**src/exrzip_pkg.sv**
```systemverilog
// Shared types and constants for the scanline predictor / de-interleave block.
// Used by exrzip_front, exrzip_emit and the top level under src; depends on nothing.
package exrzip_pkg;

  localparam int BYTE_W             = 8;
  localparam int LINE_LEN_W         = 17;
  localparam int MAX_LINE_BYTES_DEF = 65536;

  // Predictor bias and reset value of the length register
  localparam logic [BYTE_W-1:0]     PRED_BIAS = 8'd128;
  localparam logic [LINE_LEN_W-1:0] LEN_RESET = 17'd1;

  // What one accepted byte asks of the emitter
  typedef enum logic {
    KIND_SINGLE,  // line of length one: emit the byte alone
    KIND_PAIR     // second-half byte: stored byte, then itself
  } item_kind_t;

  typedef struct packed {
    item_kind_t              kind;
    logic [BYTE_W-1:0]       dec;   // decoded byte
    logic                    last;  // final input of the line
    logic                    tail;  // odd line: one more stored byte follows
  } item_t;

endpackage

```
**src/exrzip_front.sv**
```systemverilog
// Input side: delta predictor, line position counter, length register and
// store port control. Depends on exrzip_pkg.
module exrzip_front #(
  parameter int MAX_LINE_BYTES = exrzip_pkg::MAX_LINE_BYTES_DEF,
  localparam int STORE_DEPTH = (MAX_LINE_BYTES + 1) / 2,
  localparam int AW = (STORE_DEPTH > 1) ? $clog2(STORE_DEPTH) : 1
) (
  input  logic                                clk,
  input  logic                                rst_n,
  // configuration
  input  logic                                cfg_wr_en,
  input  logic [exrzip_pkg::LINE_LEN_W-1:0]   cfg_line_length,
  // input channel
  input  logic                                in_valid,
  output logic                                in_ready,
  input  logic [exrzip_pkg::BYTE_W-1:0]       in_byte_in,
  // emitter handshake
  input  logic                                take_ok,
  input  logic                                tail_rd,
  output logic                                push,
  output exrzip_pkg::item_t                   item,
  // store port
  output logic                                ram_we,
  output logic [AW-1:0]                       ram_waddr,
  output logic [exrzip_pkg::BYTE_W-1:0]       ram_wdata,
  output logic                                ram_re,
  output logic [AW-1:0]                       ram_raddr
);

  localparam int PW = $clog2(MAX_LINE_BYTES);
  localparam int LW = $clog2(MAX_LINE_BYTES + 1);
  localparam int CW = (LW > exrzip_pkg::LINE_LEN_W) ? LW : exrzip_pkg::LINE_LEN_W;

  logic [PW-1:0]                   pos_r, pos_nxt;
  logic [exrzip_pkg::BYTE_W-1:0]   prev_r, prev_nxt;
  logic [LW-1:0]                   half_r, half_nxt;
  logic [PW-1:0]                   lastpos_r, lastpos_nxt;
  logic                            odd_r, odd_nxt;

  logic                            accept;
  logic                            first_half;
  logic                            is_last;
  logic [exrzip_pkg::BYTE_W-1:0]   dec;
  logic [LW-1:0]                   pos_ext;
  logic [CW-1:0]                   ll_ext;
  logic [CW-1:0]                   len_clamped;

  assign in_ready = take_ok;
  assign accept   = in_valid && take_ok;

  assign pos_ext    = LW'(pos_r);
  assign first_half = pos_ext < half_r;
  assign is_last    = (pos_r == lastpos_r);

  // Predictor: first byte of a line passes, later ones add the bias-removed delta
  assign dec = (pos_r == '0) ? in_byte_in
                             : in_byte_in - exrzip_pkg::PRED_BIAS + prev_r;

  // Length clamp: zero acts as one, oversize acts as the maximum
  assign ll_ext = CW'(cfg_line_length);
  always_comb begin
    if (ll_ext == '0) begin
      len_clamped = CW'(1);
    end else if (ll_ext > CW'(MAX_LINE_BYTES)) begin
      len_clamped = CW'(MAX_LINE_BYTES);
    end else begin
      len_clamped = ll_ext;
    end
  end

  // Store port: first-half write, second-half read, or the odd-line tail read
  assign ram_we    = accept && first_half;
  assign ram_waddr = AW'(pos_r);
  assign ram_wdata = dec;
  assign ram_re    = (accept && !first_half) || tail_rd;
  assign ram_raddr = tail_rd ? AW'(half_r - LW'(1)) : AW'(pos_ext - half_r);

  // Item handed to the emitter
  assign push = accept && (!first_half || (lastpos_r == '0));
  always_comb begin
    item.kind = first_half ? exrzip_pkg::KIND_SINGLE : exrzip_pkg::KIND_PAIR;
    item.dec  = dec;
    item.last = is_last;
    item.tail = is_last && odd_r && !first_half;
  end

  // Next state of position, predictor history and length registers
  always_comb begin
    pos_nxt     = pos_r;
    prev_nxt    = prev_r;
    half_nxt    = half_r;
    lastpos_nxt = lastpos_r;
    odd_nxt     = odd_r;
    if (cfg_wr_en) begin
      pos_nxt     = '0;
      prev_nxt    = '0;
      half_nxt    = LW'((len_clamped + CW'(1)) >> 1);
      lastpos_nxt = PW'(len_clamped - CW'(1));
      odd_nxt     = len_clamped[0];
    end else if (accept) begin
      if (is_last) begin
        pos_nxt  = '0;
        prev_nxt = '0;
      end else begin
        pos_nxt  = pos_r + PW'(1);
        prev_nxt = dec;
      end
    end
  end

  always_ff @(posedge clk) begin
    if (!rst_n) begin
      pos_r     <= '0;
      prev_r    <= '0;
      half_r    <= LW'(1);
      lastpos_r <= PW'(exrzip_pkg::LEN_RESET - 1'b1);
      odd_r     <= exrzip_pkg::LEN_RESET[0];
    end else begin
      pos_r     <= pos_nxt;
      prev_r    <= prev_nxt;
      half_r    <= half_nxt;
      lastpos_r <= lastpos_nxt;
      odd_r     <= odd_nxt;
    end
  end

`ifndef SYNTHESIS
  // Tail read only happens while no byte is taken, so the port never collides
  a_no_port_clash: assert property (@(posedge clk) disable iff (!rst_n)
    tail_rd |-> !accept)
    else $error("tail read collides with an accepted byte");

  // A length write restarts the line
  a_cfg_restart: assert property (@(posedge clk) disable iff (!rst_n)
    cfg_wr_en |=> (pos_r == '0) && (prev_r == '0))
    else $error("line did not restart after length write");

  // The final byte of a line always returns the position to zero
  a_line_wrap: assert property (@(posedge clk) disable iff (!rst_n)
    (accept && is_last && !cfg_wr_en) |=> (pos_r == '0))
    else $error("position did not wrap at end of line");
`endif

endmodule

```
**config.mk**
```make
export PLATFORM = sky130hd
export DESIGN_NAME = exrzip_front
export DESIGN_NICKNAME = d
export VERILOG_FILES = /design/src/exrzip_pkg.sv /design/src/exrzip_front.sv
export SDC_FILE = /design/constraint.sdc
export NUM_CORES = 1
export LEC_CHECK = 0
export ABC_CLOCK_PERIOD_IN_PS = 3200
export BUFFER_PORTS_ARGS = -buffer_cell sky130_fd_sc_hd__buf_2
export CORE_MARGIN = 5
export CORE_UTILIZATION = 25
export DETAILED_ROUTE_END_ITERATION = 10
export PLACE_DENSITY_LB_ADDON = 0.05
export RECOVER_POWER = 50
export SLEW_MARGIN = 20
export SYNTH_ARGS = -nofsm -noshare
export SYNTH_HDL_FRONTEND = slang
export SYNTH_SLANG_ARGS = --single-unit
```
**constraint.sdc**
```tcl
create_clock -name clk -period 3.2 [get_ports clk]
set_input_delay 0.16 -clock clk [delete_from_list [all_inputs] [get_ports clk]]
set_output_delay 0.16 -clock clk [all_outputs]
set_load 0.02 [all_outputs]
```
Word level (Yosys, flattened, before mapping)
Cells that the tools add are included.
{"block": "word_totals", "ff_bits": 57, "wordCells": 36}
{"block": "classes", "n_addsub": 7, "order_cmp": 2, "eq_ne": 1, "muxes": 7, "bitwise": 1, "n_reduce_logical": 13}
{"cell": "$mux 17", "n": 2}
{"cell": "$logic_not 16->1", "n": 2}
{"cell": "$add 17x1->17 const B", "n": 1}
{"cell": "$gt 17x17->1 const B", "n": 1}
{"cell": "$logic_not 17->1", "n": 1}
{"cell": "$add 16x1->16 const B", "n": 1}
{"cell": "$eq 16x16->1", "n": 1}
{"cell": "$lt 16x16->1", "n": 1}
{"cell": "$mux 16", "n": 1}
{"cell": "$mux 8", "n": 2}
{"cell": "$sub 16x1->16 const B", "n": 1}
{"cell": "$mux 15", "n": 1}
{"cell": "$sub 15x1->15 const B", "n": 1}
{"cell": "$sub 15x15->15", "n": 1}
{"cell": "$add 8x8->8", "n": 1}
{"cell": "$sub 8x8->8 const B", "n": 1}
{"cell": "$logic_and 1x1->1", "n": 6}
{"cell": "$logic_or 1x1->1", "n": 2}
{"cell": "$reduce_or 2->1", "n": 1}
{"cell": "$logic_not 1->1", "n": 1}
{"cell": "$mux 1", "n": 1}
{"cell": "$not 1->1", "n": 1}

Logic depth before layout (Yosys ltp)
Gate-level depths: netlist of the first run.
{"block": "depth", "word_depth": 4, "ltp_mapped": 13, "depth_no_buf": 11}

Worst setup path before layout of the first run
No wires, ideal clock.
{"block": "synth_path", "kind": "in2reg", "start": "in cfg_line_length[13] (netlist bit)", "end": "reg lastpos_r[10]", "arrival_time_ns": 2.516, "required_time_ns": 3.079, "path_slack_ns": 0.564, "path_stages": 13, "path_buffers": 2, "cell_sequence": "clkbuf_1 > or4_4 > nor4_4 > a31oi_1 > nor2_1 > inv_1 > ha_1 > clkbuf_1 > o21ai_0 > nor2_1 > a221oi_1 > a21o_1 > a211oi_1"}
{"block": "synth_between", "elab_chain_cells": 4, "word_cells_on_any_way": 5, "cone_classes": "add/sub (1); order compare (1); mux (2); reduce/logical (1)"}
{"item": "from (decl)", "line": "exrzip_front.sv:12", "text": "input logic [exrzip_pkg::LINE_LEN_W-1:0] cfg_line_length,"}
{"item": "$gt 17x17->1", "line": "exrzip_front.sv:64", "text": "end else if (ll_ext > CW'(MAX_LINE_BYTES)) begin"}
{"item": "$mux 17", "line": "exrzip_front.sv:64"}
{"item": "$mux 17 (*)", "line": "exrzip_front.sv:62", "text": "if (ll_ext == '0) begin"}
{"item": "named net len_clamped[0]", "line": "exrzip_front.sv:46", "text": "logic [CW-1:0] len_clamped;"}
{"item": "$sub 16x1->16 (*)", "line": "exrzip_front.sv:98", "text": "lastpos_nxt = PW'(len_clamped - CW'(1));"}
{"item": "to (signal assigned)", "line": "exrzip_front.sv:116", "text": "lastpos_r <= PW'(exrzip_pkg::LEN_RESET - 1'b1);"}
{"item": "to (signal assigned)", "line": "exrzip_front.sv:122", "text": "lastpos_r <= lastpos_nxt;"}
{"item": "to (decl)", "line": "exrzip_front.sv:37", "text": "logic [PW-1:0] lastpos_r, lastpos_nxt;"}
The timed path passes the listed nets; every way through them passes the cells marked *.
A chain may end at the register's enable or synchronous reset.

Worst setup path after layout of the first run
{"block": "layout_path", "start": "reg pos_r[0]", "end": "out ram_re"}
{"block": "layout_between", "elab_chain_cells": 4}
{"item": "from (decl)", "line": "exrzip_front.sv:34", "text": "logic [PW-1:0] pos_r, pos_nxt;"}
{"item": "from (signal assigned)", "line": "exrzip_front.sv:119", "text": "pos_r <= pos_nxt;"}
{"item": "$lt 16x16->1", "line": "exrzip_front.sv:52", "text": "assign first_half = pos_ext < half_r;"}
{"item": "$logic_not 1->1", "line": "exrzip_front.sv:75", "text": "assign ram_re = (accept && !first_half) || tail_rd;"}
{"item": "$logic_and 1x1->1", "line": "exrzip_front.sv:75"}
{"item": "$logic_or 1x1->1", "line": "exrzip_front.sv:75"}
{"item": "to (decl)", "line": "exrzip_front.sv:26", "text": "output logic ram_re,"}
Every way passes these cells.

==> key figures, run 1 <==
Placement
  – Placed inst area: 5557 sq um
  – Place WS: 233.0 ps
  – Port Buffers: 83
  – Post-DP HPWL: 14,100 microns
  – GPL Wtd Cong: 0.8313

STA
  – Final Worst Setup Slack: 207.6 ps
  – Clock skew: 7.081 ps
  – Final min period: 2992 ps
  – Final Hold Vio Count: 0
  – Maximum clock frequency: 0.3342 GHz
  – Max-slew violation count: 0
  – Setup tns final: 0 ps
  – Final period util: 93.51%
  – Actual slew at the worst max-slew pin: 1155 ps
  – RSZ-0062 raised after global routing: no
  – Final setup viols: 0
  – Rel. slew slack: 22.99%

Route
  – Post-Route WL: 17,630 microns
  – Drt first pass iters: 4
  – Met3 WL: 595 microns
  – Met2 Wirelength: 7962 microns
  – Highest routed metal layer: met4
  – Vias: 4,739
  – Post-route ant nets: 0
  – Iteration-0 DRC Markers: 277
  – Post-route DRC: 0
  – WL per Instance: 18.29 microns
  – Vias/cell: 4.916
  – M1 WL: 8987 microns

Pwr
  – Combinational Power Share: 23.7%
  – Leak Pwr: 2.264 nW
  – Pwr Total: 2.166 mW
  – Cell Pwr Density: 376.3 nW/um^2
  – Pint: 1.469 mW
  – Clk network pwr share: 40.3%
  – Sequential fraction of design power: 35.9%
  – Net switching power: 697.1 uW
  – Sw Share: 32.18%
  – IR Drop Worst-Case VDD: 0.0002200 V

Worst setup path
  – Worst setup EP type: output port
  – Crit path cell chain: inv_1, ha_1, fa_1, nor2b_1, o211ai_1, a21o_1, a211oi_1, a211oi_1, buf_4, o21ai_1, buf_4
  – Crit-path max cell delay: 420 ps
  – CP required: 3040 ps
  – Crit path launch type: flop
  – Worst path arrival time: 2830 ps
  – Crit-path slowest cell: fa_1
  – Worst Path Max Fanout: 5
  – Crit Path Category: reg -> out

Synthesis
  – Register area share after synthesis: 22.95%
  – Synth Area per Inst: 7.806 sq um
  – Post-synth EDFFs: 0
  – Area of the mapped netlist: 4972 sq um
  – Ys Warns: 0
  – Library cells used by synthesis: 69
  – Post-synth ARST share: 0%
  – FF+latch count, synth: 57
  – Leading area contributor after synthesis: dfxtp_1
  – Syn Inst Count: 637
  – Syn nets: 704
  – Post-synth top flop: dfxtp_1
  – Post-synth top area share: 22.95%
  – Area contributors post-synth: dfxtp_1, xnor2_1, ha_1, nand2_1, nor2_1

Outcome
  – Status: complete, no violations

Global routing
  – GR Overflow Total: 0
  – Antenna violations before repair: 0
  – Pin count of the biggest net entering global routing: 32
  – GRT Resource Usage Total: 15.84%
  – First-pass GRT wire length: 27,720 microns
  – Vias in the first global route: 4,779

Clock tree
  – Sink Count: 57
  – Clock transition at path regs: 50 ps
  – H-tree depth: 3
  – # Post-CTS Setup Buffers: 0
  – Clock latency on the worst-skew pair: 330 ps
  – Clock root cell: clkbuf_16
  – Maximum clock insertion buffer count: 2
  – CTS tree: built
  – Total CTS buffers: 9

Floorplan
  – Die Y-Extent: 151.0 microns
  – Chip width: 151.0 microns
  – Std-Cell Core Area: 19,530 sq um
  – Die Area: 22,810 sq um
  – Total I/O pin count: 84
  – Initial core utilization: 25.46%
  – Num rows: 51

Final layout
  – Area growth, synth to finish: 15.75%
  – Commonest non-fill, non-tap cell in the layout: buf_2
  – Share of post-route cells with drive strength above 1: 15.74%
  – # diodes: 0
  – Most frequent cells in the layout: buf_2, nand2_1, nor2_1, dfxtp_1, xnor2_1
  – Filler Cell Count: 2,234
  – # nets final: 762
  – Final instance area: 5756 sq um

Min path
  – Min-delay worst type: in -> reg

Run
  – Max-cap violations: 0
area by class of cell:
type                    instances  area, sq um  share of cell area [%]
multi-input cells             496         3415                   59.33
flip-flops and latches         57         1141                   19.83
repair buffers                103        500.5                   8.696
well taps                     265        331.6                   5.761
clock buffers                  11        242.7                   4.217
inverters                      28        105.1                   1.826
clock inverters                 4        20.02                  0.3478
per-stage QoR:
| step | std cells | utilization, % | hold slack [ps] |
|---|---|---|---|
| 2_1_floorplan | 637 | - | 305.8 |
| 3_3_place_gp | 949 | 28.46 | 465.9 |
| 3_5_place_dp | 949 | 28.46 | 473.8 |
| 4_1_cts | 964 | 29.80 | 116.7 |
| 5_1_grt | 964 | 29.48 | 166.5 |
| 6_report | 964 | 29.48 | 146.4 |
routing by layer:
metal	up-vias	GRT usage, %
met2	99	25.59
met5	-	0
met3	4	3.351
met4	0	2.856
li1	2368	-
met1	2268	21.99
critical path: cells and delay by family, from the launching register on:
family,cells,cell delay (ps)
flops,1,330
fa+ha+maj,2,650
simple gates,1,160
compound gates,5,930
buf+inv,3,440
cell usage after synthesis (all sizes together), types with 4 or more instances:
cell,number
a211oi,5
and2,7
nand2b,12
a21oi,40
nand2,57
inv,28
dfxtp,57
nor3,12
a21o,5
xnor2,53
o211a,4
o211ai,4
nor2b,10
a31oi,7
xor2,21
o22ai,11
nand4,18
mux2,5
ha,34
nor2,57
buf,32
nand3,13
or3,5
o31ai,5
and4,5
nor4,14
clkbuf,24
o21ai,33
and3,9
flip-flops by register name (all words and copies together), names as in the netlist:
signal     flops
half_r        16
lastpos_r     16
odd_r          1
pos_r         16
prev_r         8
timing repair:
| action | CTS | global route |
|---|---|---|
| hold buffers | 0 | 0 |
| setup endpoints to repair | 0 | 4 |
| resized for setup | 0 | 3 |
| hold endpoints to repair | 0 | 0 |
power groups by stage:
stage	registers [mW]	clock network, mW	logic [mW]
5_1_grt	0.781	0.944	0.574
4_1_cts	0.777	0.912	0.527
2_1_floorplan	0.777	0	0.373
6_report	0.778	0.874	0.514
3_5_place_dp	0.792	0	0.524
3_3_place_gp	0.793	0	0.527
cells by family (layout without fill, tap and decap cells):
kind of cell	after synthesis	in the layout	share of synthesized area [%]
buf+inv	84	146	8.531
flops	57	57	22.95
xor+xnor	74	74	13.03
fa+ha+maj	36	36	9.361
simple gates	234	234	25.04
compound gates	144	144	19.35
mux	8	8	1.736
final timing paths:
kind / startpoint / endpoint / slack [ps] / cells past startpoint
setup reg to reg: pos_r[3] / prev_r[5] / 600 / 8
hold / removal: cfg_line_length[14] / half_r[15] / 150 / 3
setup / recovery: pos_r[0] / ram_re / 210 / 11
hold reg to reg: prev_r[6] / prev_r[6] / 490 / 1
(Power assumes the default switching activity.)
==> run 2, diff against run 1 <==
SETUP_SLACK_MARGIN = 0.3   (was not set)
==> run 2 against run 1 <==
Effect of this change:
- critical path type unchanged
- sequential cell count unchanged
- fmax increased by 6.0%
- clock skew about the same
- wire length increased by 0.89%
- core utilization increased by 1.4 points
- critical path depth unchanged
- total power increased by 1.8%
- sequential share of layout area decreased by 0.78 points
- cell count increased by 0.52%
- combinational power increased by 6.2%
==> key figures, run 2 (same netlist as run 1, synthesis figures left out) <==
Outcome
  – Status: complete, no violations

Pwr
  – Pwr Total: 2.205 mW
  – Cell Pwr Density: 366.1 nW/um^2
  – IR Drop Worst-Case VDD: 0.0002257 V
  – Leak Pwr: 2.352 nW

Floorplan
  – Total I/O pin count: 84
  – Initial core utilization: 25.46%
  – Chip width: 151.0 microns
  – Std-Cell Core Area: 19,530 sq um
  – Num rows: 51
  – Die Y-Extent: 151.0 microns
  – Die Area: 22,810 sq um

Route
  – Drt first pass iters: 5
  – Vias/cell: 5.020
  – Post-route ant nets: 0
  – Iteration-0 DRC Markers: 295
  – Post-route DRC: 0
  – Post-Route WL: 17,790 microns
  – Vias: 4,864
  – WL per Instance: 18.36 microns

Final layout
  – # diodes: 0
  – Most frequent cells in the layout: buf_2, nand2_1, nor2_1
  – Final instance area: 6023 sq um
  – Largest regs: half_r x16, lastpos_r x16, pos_r x16
  – # nets final: 767
  – Finished Core Util: 30.85%
  – Commonest non-fill, non-tap cell in the layout: buf_2
  – Final cell count without fillers: 969
  – Area growth, synth to finish: 21.14%
  – Share of post-route cells with drive strength above 1: 21.59%
  – Filler Cell Count: 2,214

Min path
  – Hold Path Origin: cfg_line_length[14]
  – Min-delay worst type: in -> reg

STA
  – Final Worst Setup Slack: 377.5 ps
  – Final hold slack: 140.6 ps
  – Setup tns final: 0 ps
  – Final min period: 2822 ps
  – Clock skew: 6.817 ps
  – Max-slew violation count: 0
  – Actual slew at the worst max-slew pin: 1164 ps
  – RSZ-0062 raised after global routing: yes
  – Maximum clock frequency: 0.3543 GHz
  – Rel. slew slack: 22.41%
  – Final setup viols: 0
  – Final period util: 88.20%
  – Final Hold Vio Count: 0

Clock tree
  – Clock latency on the worst-skew pair: 340 ps
  – CTS tree: built
  – Total CTS buffers: 9
  – Clock transition at path regs: 50 ps
  – Post-CTS Hold Buffers: 0
  – Sink Count: 57
  – Maximum clock insertion buffer count: 2
  – Clock root cell: clkbuf_16
  – H-tree depth: 3

Global routing
  – GRT Resource Usage Total: 15.89%
  – GR Overflow Total: 0
  – Pin count of the biggest net entering global routing: 32
  – Antenna violations before repair: 0
  – Vias in the first global route: 4,770
  – First-pass GRT wire length: 27,800 microns

Placement
  – Port Buffers: 83
  – Placed inst area: 5557 sq um
  – GPL Wtd Cong: 0.8313
  – Place WS: 233.0 ps
  – Post-DP HPWL: 14,100 microns
  – Post-Place Cells: 949

Worst setup path
  – Crit-path slowest cell: fa_2
  – Critical path origin: prev_r[1]
  – Crit-path max cell delay: 370 ps
  – R2R depth: 7
  – Worst Path Max Fanout: 2
  – Worst setup EP type: output port
  – Reg2reg setup slack: 590 ps
  – Crit Path Category: reg -> out
  – Worst path arrival time: 2660 ps
  – Crit path to: ram_wdata[7]
  – RR Startpoint: pos_r[3]
  – Crit path cell chain: ha_4, ha_4, inv_1, fa_2, nor2b_2, o31a_1, o22ai_2, xnor2_1, nand2_1, xnor2_2, buf_4
  – Crit path launch type: flop
  – Crit-path most repeated cell: ha_4
  – CP required: 3040 ps
  – R2R Path End: pos_r[4]

Run
  – Max-cap violations: 0
## run 2: cell types whose count changed in the layout (fill, tap and decap cells not counted), sizes merged
cell and change:
buf +7, clkbuf -2
## run 2: critical path: cells and delay by family, from the launching register on
family	cells	cell delay (ps)
adders and majority gates	3	760
xor gates and xnor gates	2	440
and+or+nand+nor	2	290
DFF	1	330
buffers and inverters	2	220
AOI/OAI and AO/OA	2	280
## run 2: layout make-up
| type | count | area (sq um) | area share, % |
|---|---|---|---|
| clock buffer | 11 | 242.7 | 4.030 |
| multi-input combinational | 496 | 3615 | 60.01 |
| tap | 265 | 331.6 | 5.505 |
| inverter | 28 | 105.1 | 1.745 |
| sequential | 57 | 1147 | 19.05 |
| timing repair buffer | 108 | 561.8 | 9.327 |
| clock inverter | 4 | 20.02 | 0.3324 |
## run 2: how the worst min path moves through the flow
stage / end / cells past startpoint
6_report: half_r[15] / 3
4_1_cts: half_r[15] / 3
5_1_grt: half_r[15] / 3
3_5_place_dp: half_r[15] / 3
3_3_place_gp: half_r[15] / 3
2_1_floorplan: lastpos_r[11] / 2
## run 2: what timing repair did
item                                    CTS  global route
endpoints found under the setup margin    9            15
gates resized for setup                  15            44
setup buffers                             0             5
pin swaps                                 3            14
## run 2: per-layer routing
metal,track usage [%],wire length (microns),up-vias
met1,22.03,8885,2333
met4,3.672,240,0
met5,0,0,-
met2,25.61,7887,130
li1,-,-,2383
met3,2.962,777,18
## run 2: power breakdown
| part | total [mW] | leakage, nW | internal, mW | switching (mW) |
|---|---|---|---|---|
| logic | 0.546 | 1.75 | 0.212 | 0.334 |
| registers | 0.779 | 0.468 | 0.742 | 0.0378 |
| clock network | 0.880 | 0.135 | 0.534 | 0.346 |
