==> src/exrzip_pkg.sv <==
// Shared types and constants for the scanline predictor / de-interleave block.
// Used by exrzip_front, exrzip_emit and the top level under src; depends on nothing.
package exrzip_pkg;

  localparam int BYTE_W             = 8;
  localparam int LINE_LEN_W         = 17;
  localparam int MAX_LINE_BYTES_DEF = 65536;

  // Predictor bias and reset value of the length register
  localparam logic [BYTE_W-1:0]     PRED_BIAS = 8'd128;
  localparam logic [LINE_LEN_W-1:0] LEN_RESET = 17'd1;

  // What one accepted byte asks of the emitter
  typedef enum logic {
    KIND_SINGLE,  // line of length one: emit the byte alone
    KIND_PAIR     // second-half byte: stored byte, then itself
  } item_kind_t;

  typedef struct packed {
    item_kind_t              kind;
    logic [BYTE_W-1:0]       dec;   // decoded byte
    logic                    last;  // final input of the line
    logic                    tail;  // odd line: one more stored byte follows
  } item_t;

endpackage

==> src/exrzip_emit.sv <==
// Output side: per-item beat sequencer and the output register.
// Depends on exrzip_pkg.
module exrzip_emit (
  input  logic                            clk,
  input  logic                            rst_n,
  // from the front end
  input  logic                            push,
  input  exrzip_pkg::item_t               item,
  output logic                            take_ok,
  output logic                            tail_rd,
  // store read data
  input  logic [exrzip_pkg::BYTE_W-1:0]   rdata,
  // result channel
  output logic                            out_valid,
  input  logic                            out_ready,
  output logic [exrzip_pkg::BYTE_W-1:0]   out_byte_out,
  output logic                            out_end_of_line
);

  typedef enum logic [1:0] {
    PH_STORED,  // stored first-half byte
    PH_OWN,     // the item's own decoded byte
    PH_TAIL     // last stored byte of an odd line
  } phase_t;

  logic                          busy_r, busy_nxt;
  phase_t                        ph_r, ph_nxt;
  exrzip_pkg::item_t             item_r, item_nxt;
  logic                          out_valid_r, out_valid_nxt;
  logic [exrzip_pkg::BYTE_W-1:0] out_byte_r, out_byte_nxt;
  logic                          out_eol_r, out_eol_nxt;

  logic                          adv;
  logic                          last_ph;
  logic [exrzip_pkg::BYTE_W-1:0] beat_byte;
  logic                          beat_eol;

  // While an item is active, one beat moves into the output register whenever it is free or drains
  assign adv     = busy_r && (!out_valid_r || out_ready);
  assign last_ph = ((ph_r == PH_OWN) && !item_r.tail) || (ph_r == PH_TAIL);
  assign take_ok = !busy_r || (adv && last_ph);
  assign tail_rd = adv && (ph_r == PH_OWN) && item_r.tail;

  // Beat selection by phase
  always_comb begin
    case (ph_r)
      PH_STORED: begin
        beat_byte = rdata;
        beat_eol  = 1'b0;
      end
      PH_OWN: begin
        beat_byte = item_r.dec;
        beat_eol  = item_r.last && !item_r.tail;
      end
      PH_TAIL: begin
        beat_byte = rdata;
        beat_eol  = 1'b1;
      end
      default: begin
        beat_byte = item_r.dec;
        beat_eol  = 1'b0;
      end
    endcase
  end

  // Sequencer and output register next state
  always_comb begin
    busy_nxt      = busy_r;
    ph_nxt        = ph_r;
    item_nxt      = item_r;
    out_valid_nxt = out_valid_r;
    out_byte_nxt  = out_byte_r;
    out_eol_nxt   = out_eol_r;

    if (push) begin
      busy_nxt = 1'b1;
      item_nxt = item;
      ph_nxt   = (item.kind == exrzip_pkg::KIND_SINGLE) ? PH_OWN : PH_STORED;
    end else if (adv && last_ph) begin
      busy_nxt = 1'b0;
    end else if (adv) begin
      ph_nxt = (ph_r == PH_STORED) ? PH_OWN : PH_TAIL;
    end

    if (adv) begin
      out_valid_nxt = 1'b1;
      out_byte_nxt  = beat_byte;
      out_eol_nxt   = beat_eol;
    end else if (out_ready) begin
      out_valid_nxt = 1'b0;
    end
  end

  always_ff @(posedge clk) begin
    if (!rst_n) begin
      busy_r      <= 1'b0;
      ph_r        <= PH_OWN;
      out_valid_r <= 1'b0;
    end else begin
      busy_r      <= busy_nxt;
      ph_r        <= ph_nxt;
      out_valid_r <= out_valid_nxt;
    end
    item_r     <= item_nxt;
    out_byte_r <= out_byte_nxt;
    out_eol_r  <= out_eol_nxt;
  end

  assign out_valid       = out_valid_r;
  assign out_byte_out    = out_byte_r;
  assign out_end_of_line = out_eol_r;

`ifndef SYNTHESIS
  // The front end only hands over an item when the sequencer can take it
  a_push_ok: assert property (@(posedge clk) disable iff (!rst_n)
    push |-> take_ok)
    else $error("item pushed while sequencer busy");

  // A pair item always starts on its stored byte
  a_pair_start: assert property (@(posedge clk) disable iff (!rst_n)
    (push && (item.kind == exrzip_pkg::KIND_PAIR)) |=> (busy_r && (ph_r == PH_STORED)))
    else $error("pair item did not start on the stored byte");

  // The tail beat closes the line
  a_tail_eol: assert property (@(posedge clk) disable iff (!rst_n)
    (adv && (ph_r == PH_TAIL)) |=> (out_valid_r && out_eol_r))
    else $error("tail beat without end of line");

  // Store is read for the tail only while a result slot is moving
  a_tail_rd: assert property (@(posedge clk) disable iff (!rst_n)
    tail_rd |-> (busy_r && !take_ok))
    else $error("tail read outside an active odd-line item");
`endif

endmodule

==> config.mk <==
export PLATFORM = sky130hd
export DESIGN_NAME = exrzip_emit
export DESIGN_NICKNAME = d
export VERILOG_FILES = /design/src/exrzip_pkg.sv /design/src/exrzip_emit.sv
export SDC_FILE = /design/constraint.sdc
export NUM_CORES = 1
export LEC_CHECK = 0
export BUFFER_PORTS_ARGS = -buffer_cell sky130_fd_sc_hd__buf_2
export CORE_MARGIN = 3
export CORE_UTILIZATION = 50
export CTS_BUF_LIST = sky130_fd_sc_hd__clkbuf_8 sky130_fd_sc_hd__clkbuf_16
export CTS_CLUSTER_DIAMETER = 50
export DETAILED_ROUTE_END_ITERATION = 8
export PLACE_DENSITY_LB_ADDON = 0.08
export SYNTH_ARGS = -nofsm -noshare
export SYNTH_HDL_FRONTEND = slang
export SYNTH_SLANG_ARGS = --single-unit
==> constraint.sdc <==
create_clock -name clk -period 4.5 [get_ports clk]
set_input_delay 0.675 -clock clk [delete_from_list [all_inputs] [get_ports clk]]
set_output_delay 0.675 -clock clk [all_outputs]
set_load 0.01 [all_outputs]
Word level (Yosys, flattened, before mapping)
Index checks and enable logic that the tools add are counted.

Flip-flop bits (word level): 23. Bits of input ports: 23. Output and inout port bits: 12.

Eq/ne operators: 3. Multiplexer cells: 11. Reduce and logical (&&, ||, !) cells: 18.

Operators by type and width (count): 2-bit two-way mux (4); 8-bit two-way mux (1); 1-bit logical AND (6); 2-bit nonzero test (3); 1-bit two-way mux (5); 1-bit zero test (3); 1-bit logical OR (3); 2-bit by 1-bit equality test with 1-bit output, second input constant (1); 2-bit equality test, second input constant (1); 2-bit zero test (1); 2-bit != test, second input constant (1); 1-bit case mux with 2 select lines (1); 2-bit AND reduction (1); 2-bit OR reduction (1).

Longest topological paths before layout
Gate-level depths: netlist of the first run.

Depth in word-level cells: 6. Depth in mapped cells: 6. Mapped depth without buffers: 6.

Worst setup path before layout of the first run
OpenSTA, ideal clock, no wires.

Path type: input to output. Start point: in out_ready. End point: out tail_rd. Arrival time: 1.471 ns. Data required time: 3.825 ns. Path slack: 2.354 ns. Stages: 3. Cells stage by stage: nor2b_4 -> nor2b_1 -> and3_1.

Cells in the longest elaborated chain, start to end: 4.

RTL lines: start: declaration (RTL line exrzip_emit.sv:15) `input logic out_ready,`; 1-bit logical OR (RTL line exrzip_emit.sv:39) `assign adv = busy_r && (!out_valid_r || out_ready);`; 1-bit logical AND (RTL line exrzip_emit.sv:39); named net adv (RTL line exrzip_emit.sv:33) `logic adv;`; 1-bit logical AND (2 in series) (RTL line exrzip_emit.sv:42) `assign tail_rd = adv && (ph_r == PH_OWN) && item_r.tail;`; end: declaration (RTL line exrzip_emit.sv:10) `output logic tail_rd,`.

The timed path passes the listed nets, and every way through them passes these cells.

Worst setup path after layout of the first run
Same ends and word-level chain as after synthesis.

==> results.json, run 1 <==
{
  "rsz0062_at_grt": "no",
  "die_height_um": 49.3,
  "fmaxAchievable_ghz": 0.403,
  "setup_tns_ns": 0,
  "swShare_pct": 21.8,
  "worst_pin_slew_ns": 0.777,
  "r2r_end": "out_byte_out[0]",
  "hold_end": "out_valid",
  "grt_pass1_wl_um": 2430,
  "stdcell_area_sq_um": 1180,
  "layout_commonest_cell": "buf_2",
  "worst_slew_margin_rel_pct": 48.1,
  "status": "finished clean",
  "syn_nets": 83,
  "drive_above_1_share_pct": 51.6,
  "end_kind": "output port",
  "cp.required_ns": 3.83,
  "io_pins": 35,
  "grt_pass1_vias": 584,
  "syn_area_sq_um": 937,
  "final_cells": 120,
  "port-buffer-count": 34,
  "yosysWarnings": 0,
  "leakagePower_nw": 0.499,
  "internal_power_w": 0.000339,
  "wl_per_cell_um": 12.5,
  "cts_tree": "yes",
  "cts_made_buffers": 3,
  "rr_worst_depth": 4,
  "die_area_sq_um": 2430,
  "finalWeightedCongestion": 0.733,
  "yosys.area.top_type_share_pct": 60.9,
  "syn_inst": 57,
  "fin_skew_ns": 0.00139,
  "viasPerCell": 4.67,
  "power_frac_comb_pct": 12.7,
  "wl_um": 1500,
  "clockRootBuffer": "clkbuf_8",
  "grt_max_degree": 15,
  "final_net_count": 122,
  "grt_util_all_layers_pct": 13.2,
  "hold_buffers": 0,
  "placed_area_sq_um": 1140,
  "avgSynthCellArea_sq_um": 16.4,
  "seq_area_frac_synth_pct": 69.4,
  "insertion_delay_ns": 0.25,
  "clockBufferDepth": 2,
  "critical_path_arrival_ns": 1.81,
  "num_vias": 560,
  "fin_crit_sh_pct": 55.1,
  "yosys.area.top_type": "edfxtp_1",
  "n_antenna_cell": 0,
  "reg2reg_slack_ns": 2.79,
  "vdd_drop_max_mv": 0.360,
  "crit_path_max_fanout": 10,
  "post_cts_buffers": 0,
  "clock-sinks": 23,
  "final_hold_viol_count": 0,
  "layout_min_cycle_time_ns": 2.48,
  "syn_to_final_growth_pct": 26.4,
  "fillCellCount": 128,
  "core.rowCount": 15,
  "initial_core_util_pct": 53.7,
  "worstHoldStart": "busy_r",
  "setup_violations": 0,
  "layout_common_cells": "buf_2, edfxtp_1, mux2_2",
  "hold_depth": 2,
  "path_class": "input port to output port",
  "r2r-start": "ph_r[0]",
  "dieWidth_um": 49.3,
  "min_path_type": "flip-flop to flip-flop",
  "p_clk_share_pct": 28.6,
  "grt-ovfl-total": 0,
  "clk_pin_slew_ns": 0.08,
  "power.share.sequential_pct": 58.7,
  "drcViolationCount": 0,
  "p_per_area_nw_per_um2": 365,
  "core_sq_um": 1750,
  "synth.distinct_cells": 20,
  "cts_resized": 0,
  "htree_levels": 1,
  "dp.final_hpwl_um": 1120,
  "worstSetupStartpointType": "input port",
  "first_iter_violations": 8,
  "antenna_found_initial": 0,
  "synth_area_leaders": "edfxtp_1, dfxtp_1, mux2_2",
  "dp.cells": 116,
  "cap_violations": 0,
  "first_pass_iters": 4,
  "maxSlewViolCount": 0,
  "postRouteAntennaNets": 0,
  "p_switching_w": 0.0000943,
  "synth_seq_cells": 23
}
## flip-flops by register name, summed over array words and instances (netlist names)
signal,count
out_end_of_line,1
item_r,10
out_valid,1
busy_r,1
ph_r,2
out_byte_out,8
## critical path: stages
cell	delay (ns)
buf_2	0.10
nor2b_4	0.05
nor2b_1	0.61
and3_1	0.25
buf_2	0.12
## per-layer routing
layer,vias up,wire length (um),track usage (%)
li1,286,-,-
met1,256,638,15.2
met2,18,776,24.8
met3,0,88,3.67
met4,0,0,1.42
met5,-,0,0
## stage by stage
step | hold WS [ns] | util, % | worst slack, ns | total power [W]
after detailed placement | 0.499 | 65.2 | 1.99 | 0.000315
after global routing | 0.531 | 67.9 | 1.87 | 0.000451
final | 0.508 | 67.9 | 2.02 | 0.000433
after global placement | 0.493 | 65.2 | 2.03 | 0.000313
after CTS | 0.510 | 67.9 | 1.99 | 0.000438
after floorplan | 0.475 | - | 2.35 | 0.000290
## worst max path at each step
stage	startpoint	endpoint	cells after the start
final	out_ready	tail_rd	5
after global routing	out_ready	tail_rd	5
after CTS	out_ready	tail_rd	5
after detailed placement	out_ready	tail_rd	5
after global placement	out_ready	tail_rd	5
after floorplan	out_ready	tail_rd	3
## area by class of cell
class	count	area (sq um)	area share, %
Timing Repair Buffer	34	170	14.4
Tap cell	25	31.3	2.64
Clock inverter	1	5.00	0.422
Inverter	4	15.0	1.27
Sequential cell	23	651	54.9
Clock buffer	3	41.3	3.48
Multi-Input combinational cell	30	272	22.9
## power by group through the flow
| stage | clock, W | sequential (W) | combinational [W] |
|---|---|---|---|
| 6_report | 0.000124 | 0.000254 | 0.0000549 |
| 5_1_grt | 0.000134 | 0.000256 | 0.0000614 |
| 4_1_cts | 0.000127 | 0.000254 | 0.0000561 |
| 3_5_place_dp | 0 | 0.000259 | 0.0000557 |
| 3_3_place_gp | 0 | 0.000259 | 0.0000544 |
| 2_1_floorplan | 0 | 0.000262 | 0.0000279 |
## cell families after synthesis
family,share of synthesized area [%]
mux,10.7
buf+inv,1.60
flops,69.4
simple gates,10.4
fa+ha+maj,4.01
compound gates,3.87
## synth_stat cells
cell       count
a2111oi_2      1
a21oi_1        2
a31oi_1        1
and3_1         1
dfxtp_1        4
edfxtp_1      19
ha_1           3
inv_1          4
mux2_1         2
mux2_2         6
mux2i_1        1
nand3_1        1
nor2_1         4
nor2_2         1
nor2b_1        2
nor2b_2        1
nor2b_4        1
nor4b_4        1
o21ai_1        1
or3_1          1
(Power assumes the default switching activity.)
==> run 2: changes to the inputs <==
Settings changed: CORE_UTILIZATION 50 to 42.
Clock period 4.5 ns to 2.27 ns, I/O delays scaled along.
==> run 2 against run 1 <==
  * Sequential share of layout area fell by 0.12 points
  * Clock-buffer cell count unchanged
  * Die area is 17% higher
  * Clock power up 95%
  * Via count decreased by 1.6%
  * Sequential power rose by 98%
  * Sequential cell count unchanged
==> results.json, run 2 (synthesis results as in run 1) <==
{
  "grt_max_degree": 15,
  "hold_buffers": 0,
  "die_height_um": 53.2,
  "die_area_sq_um": 2830,
  "dp.final_hpwl_um": 1080,
  "core_sq_um": 2040,
  "final_hold_viol_count": 0,
  "n_antenna_cell": 0,
  "critical_path_arrival_ns": 1.68,
  "dieWidth_um": 53.2,
  "grt_util_all_layers_pct": 10.4,
  "first_pass_iters": 4,
  "grt_pass1_wl_um": 2060,
  "fmaxAchievable_ghz": 0.495,
  "cap_violations": 0,
  "clockRootBuffer": "clkbuf_8",
  "maxSlewViolCount": 0,
  "fin_crit_sh_pct": 89.0,
  "clock-sinks": 23,
  "cts_resized": 0,
  "cts_tree": "yes",
  "crit_chain": "nor2b_4 > nor2b_1 > and3_1 > buf_2",
  "layout_common_cells": "buf_2, edfxtp_1, mux2_2",
  "htree_levels": 1,
  "clk_pin_slew_ns": 0.08,
  "io_pins": 35,
  "regMostFlops": "item_r",
  "slowest_delay_ns": 0.60,
  "antenna_found_initial": 0,
  "largest_reg_flops": 10,
  "fin_skew_ns": 0.00233,
  "clockBufferDepth": 2,
  "worstSetupStartpointType": "flip-flop",
  "drive_above_1_share_pct": 51.6,
  "grt-ovfl-total": 0,
  "insertion_delay_ns": 0.25,
  "finalWeightedCongestion": 0.737,
  "rsz0062_at_grt": "no",
  "worst_slew_margin_rel_pct": 48.6,
  "status": "finished clean",
  "worst_pin_slew_ns": 0.769,
  "viasPerCell": 4.52,
  "final_net_count": 122,
  "path_class": "flip-flop to output port",
  "port-buffer-count": 34,
  "grt_pass1_vias": 478,
  "post_cts_buffers": 0,
  "initial_core_util_pct": 45.9,
  "finalPower_w": 0.000853,
  "wl_um": 1400,
  "syn_to_final_growth_pct": 26.7,
  "first_iter_violations": 11,
  "vdd_drop_max_mv": 0.359,
  "critPathSlowestCell": "nor2b_1",
  "drcViolationCount": 0,
  "num_vias": 551,
  "cts_made_buffers": 3,
  "setup_violations": 0,
  "setup_tns_ns": 0,
  "layout_commonest_cell": "buf_2",
  "leakagePower_nw": 0.499,
  "wl_per_cell_um": 11.5,
  "cp.required_ns": 1.93,
  "core.rowCount": 16,
  "end_kind": "output port",
  "crit_path_max_fanout": 10,
  "p_per_area_nw_per_um2": 719,
  "min_path_type": "input port to flip-flop",
  "layout_min_cycle_time_ns": 2.02,
  "postRouteAntennaNets": 0
}
-- run 2: path summary, 6_finish.rpt --
kind | from | to | slack [ns] | depth (start not counted)
setup / recovery | out_valid | tail_rd | 0.25 | 4
hold / removal | item[4] | item_r[4] | 0.25 | 1
setup reg to reg | ph_r[0] | out_byte_out[4] | 0.58 | 4
hold reg to reg | busy_r | out_valid | 0.52 | 2
-- run 2: report_power, final --
group	internal (W)	switching, W	leakage (nW)
logic	0.0000545	0.0000533	0.257
clock network	0.000122	0.000120	0.0255
registers	0.000495	0.00000871	0.216
total	0.000671	0.000182	0.499
-- run 2: critical path, delay by kind of cell, from the launching register on --
family	cells	cell delay [ns]
flops	1	0.31
buf+inv	1	0.13
simple gates	3	0.99
-- run 2: final cells by class --
cell class,count,area [sq um]
multi-input cells,30,272
clock buffers,3,41.3
flip-flops and latches,23,651
clock inverters,1,5.00
well taps,27,33.8
fillers,183,855
inverters,4,15.0
repair buffers,34,170
-- run 2: routing by layer --
metal	vias to the layer above	track usage (%)	routed length, um
met5	-	0	0
met2	20	15.3	676
met3	2	1.69	111
li1	284	-	-
met1	245	14.3	606
met4	0	6.38	8
-- run 2: per-stage QoR --
step / utilization [%] / setup WS, ns / instances / cell area, sq um / hold slack (ns)
final: 58.1 / 0.250 / 122 / 1190 / 0.254
after floorplan: - / 0.702 / 57 / 937 / 0.409
after global placement: 55.9 / 0.440 / 118 / 1140 / 0.498
after global routing: 58.1 / 0.0763 / 122 / 1190 / 0.243
after CTS: 58.1 / 0.205 / 122 / 1190 / 0.248
after detailed placement: 55.9 / 0.426 / 118 / 1140 / 0.501
==> run 3: changes to the inputs <==
Settings changed: ABC_AREA set to 1.
==> run 3 against run 2 <==
  * Combinational power rose by 6%
  * Sequential power barely moved
  * Clock skew barely moved
  * Critical endpoint is now take_ok
==> results.json, run 3 <==
{
  "grt_pass1_wl_um": 2090,
  "wl_um": 1440,
  "critical_path_arrival_ns": 1.37,
  "drive_above_1_share_pct": 48.0,
  "syn_area_sq_um": 930,
  "synth_fa_ha_area_share_pct": 4.04,
  "synth_area_leaders": "edfxtp_1, mux2_2, dfxtp_1",
  "syn_inst": 64,
  "wl_per_cell_um": 11.1,
  "post-synth-top-count-cell": "edfxtp_1",
  "yosys.area_share.simple_pct": 7.81,
  "yosys.area.top_type_share_pct": 61.4,
  "seq_area_frac_synth_pct": 70.0,
  "grt_pass1_vias": 525,
  "core_sq_um": 2020,
  "die_height_um": 53.0,
  "vdd_drop_max_mv": 0.459,
  "status": "finished clean",
  "die_area_sq_um": 2810,
  "post_cts_buffers": 0,
  "worst_slack_ns": 0.560,
  "synthMuxAreaShare_pct": 9.69,
  "hold_end": "item_r[3]",
  "layout_min_cycle_time_ns": 1.71,
  "grt_max_degree": 14,
  "synth_top_family_by_area": "multiplexers",
  "setup_tns_ns": 0,
  "first_pass_iters": 4,
  "placed_area_sq_um": 1130,
  "largest_reg_flops": 10,
  "io_pins": 35,
  "postRouteAntennaNets": 0,
  "fin_skew_ns": 0.00267,
  "r2r_end": "out_byte_out[2]",
  "r2r-start": "ph_r[0]",
  "yosys.area.top_type": "edfxtp_1",
  "rr_worst_depth": 4,
  "avgSynthCellArea_sq_um": 14.5,
  "clock-sinks": 23,
  "clockBufferDepth": 2,
  "port-buffer-count": 34,
  "final_hold_viol_count": 0,
  "maxSlewViolCount": 0,
  "p_per_area_nw_per_um2": 727,
  "rsz0062_at_grt": "no",
  "critPathLaunch": "ph_r[0]",
  "syn_nets": 90,
  "reg2reg_slack_ns": 0.71,
  "end_kind": "output port",
  "initial_core_util_pct": 46.0,
  "clk_pin_slew_ns": 0.08,
  "worstHoldStart": "item[3]",
  "core.rowCount": 16,
  "regMostFlops": "item_r",
  "final_net_count": 129,
  "path_class": "flip-flop to output port",
  "synthTopCellsByCount": "edfxtp_1, mux2_2, inv_1, nor2_1, nand2_1",
  "final_cells": 129,
  "seq_area_sq_um": 651,
  "layout_common_cells": "buf_2, edfxtp_1, mux2_2, inv_1, nor2_1",
  "yosysWarnings": 0,
  "synth.distinct_cells": 14,
  "htree_levels": 1,
  "hold_depth": 1,
  "grt_util_all_layers_pct": 10.5,
  "crit_path_max_fanout": 4,
  "viasPerCell": 4.54,
  "cp.required_ns": 1.93,
  "holdWs_ns": 0.255,
  "min_path_type": "input port to flip-flop",
  "hold_buffers": 0,
  "cts_made_buffers": 3,
  "drcViolationCount": 0,
  "synth_enable_flop_cells": 19,
  "setup_violations": 0,
  "cts_resized": 0,
  "worst_pin_slew_ns": 0.380,
  "insertion_delay_ns": 0.25,
  "antenna_found_initial": 0,
  "synth-compound-area-share_pct": 5.65,
  "grt-ovfl-total": 0,
  "fin_crit_sh_pct": 75.4,
  "num_vias": 586,
  "stdcell_area_sq_um": 1180,
  "cts_tree": "yes",
  "n_antenna_cell": 0,
  "finalWeightedCongestion": 0.806,
  "dp.cells": 125,
  "layout_commonest_cell": "buf_2",
  "ys_async_sr_fraction_pct": 0,
  "pre_cts_ws_ns": 0.693,
  "synth_seq_cells": 23,
  "first_iter_violations": 2,
  "clockRootBuffer": "clkbuf_8",
  "leakagePower_nw": 0.510,
  "cap_violations": 0,
  "yosys_most_used_dff": "edfxtp_1",
  "synthXorXnorAreaFrac_pct": 0,
  "worst_slew_margin_rel_pct": 74.6,
  "worstSetupStartpointType": "flip-flop",
  "fillCellCount": 181,
  "syn_to_final_growth_pct": 26.9,
  "multiInputGateArea_sq_um": 253,
  "dp.final_hpwl_um": 1110,
  "dieWidth_um": 53.0,
  "fmaxAchievable_ghz": 0.585
}
run 3: worst max-delay path by stage:
| stage | cells after the start | slack, ns | endpoint |
|---|---|---|---|
| 2_1_floorplan | 4 | 0.84 | out_byte_out[0] |
| 3_3_place_gp | 4 | 0.72 | out_byte_out[7] |
| 3_5_place_dp | 4 | 0.69 | out_byte_out[2] |
| 4_1_cts | 5 | 0.54 | take_ok |
| 5_1_grt | 5 | 0.44 | take_ok |
| 6_report | 5 | 0.56 | take_ok |
run 3: routing by layer:
layer	up-vias	track usage, %	part of all wire, %
met1	262	11.9	41
met3	4	1.97	7.4
met5	-	0	0
met4	0	6.38	2.0
met2	21	18.2	49
li1	299	-	-
run 3: final cells by class:
cell class,instances,area share (%)
clock buffer,3,3.50
clock inverter,1,0.424
inverter,7,2.23
multi-input combinational,34,21.4
sequential,23,55.1
tap,27,2.86
timing repair buffer,34,14.4
run 3: logic make-up (layout without fill, tap and decap cells):
kind of cell    Yosys count  after routing
mux                       8              8
simple gates             16             16
flops                    23             23
buf+inv                   7             45
compound gates            7              7
fa+ha+maj                 3              3
run 3: power breakdown:
part / internal, W / switching [W]
Sequential: 0.000496 / 0.00000985
Clock: 0.000122 / 0.000117
Combinational: 0.0000560 / 0.0000576
Total: 0.000674 / 0.000185
run 3: metrics by stage:
step / utilization, % / total power, W
3_5_place_dp: 56.1 / 0.000632
6_report: 58.4 / 0.000858
2_1_floorplan: - / 0.000582
3_3_place_gp: 56.1 / 0.000629
4_1_cts: 58.4 / 0.000869
5_1_grt: 58.4 / 0.000897
run 3: worst max-delay path, stage by stage (launching register included):
cell,delay [ns]
dfxtp_1,0.35
inv_1,0.07
ha_1,0.26
a21oi_2,0.20
o21ai_1,0.10
buf_2,0.14
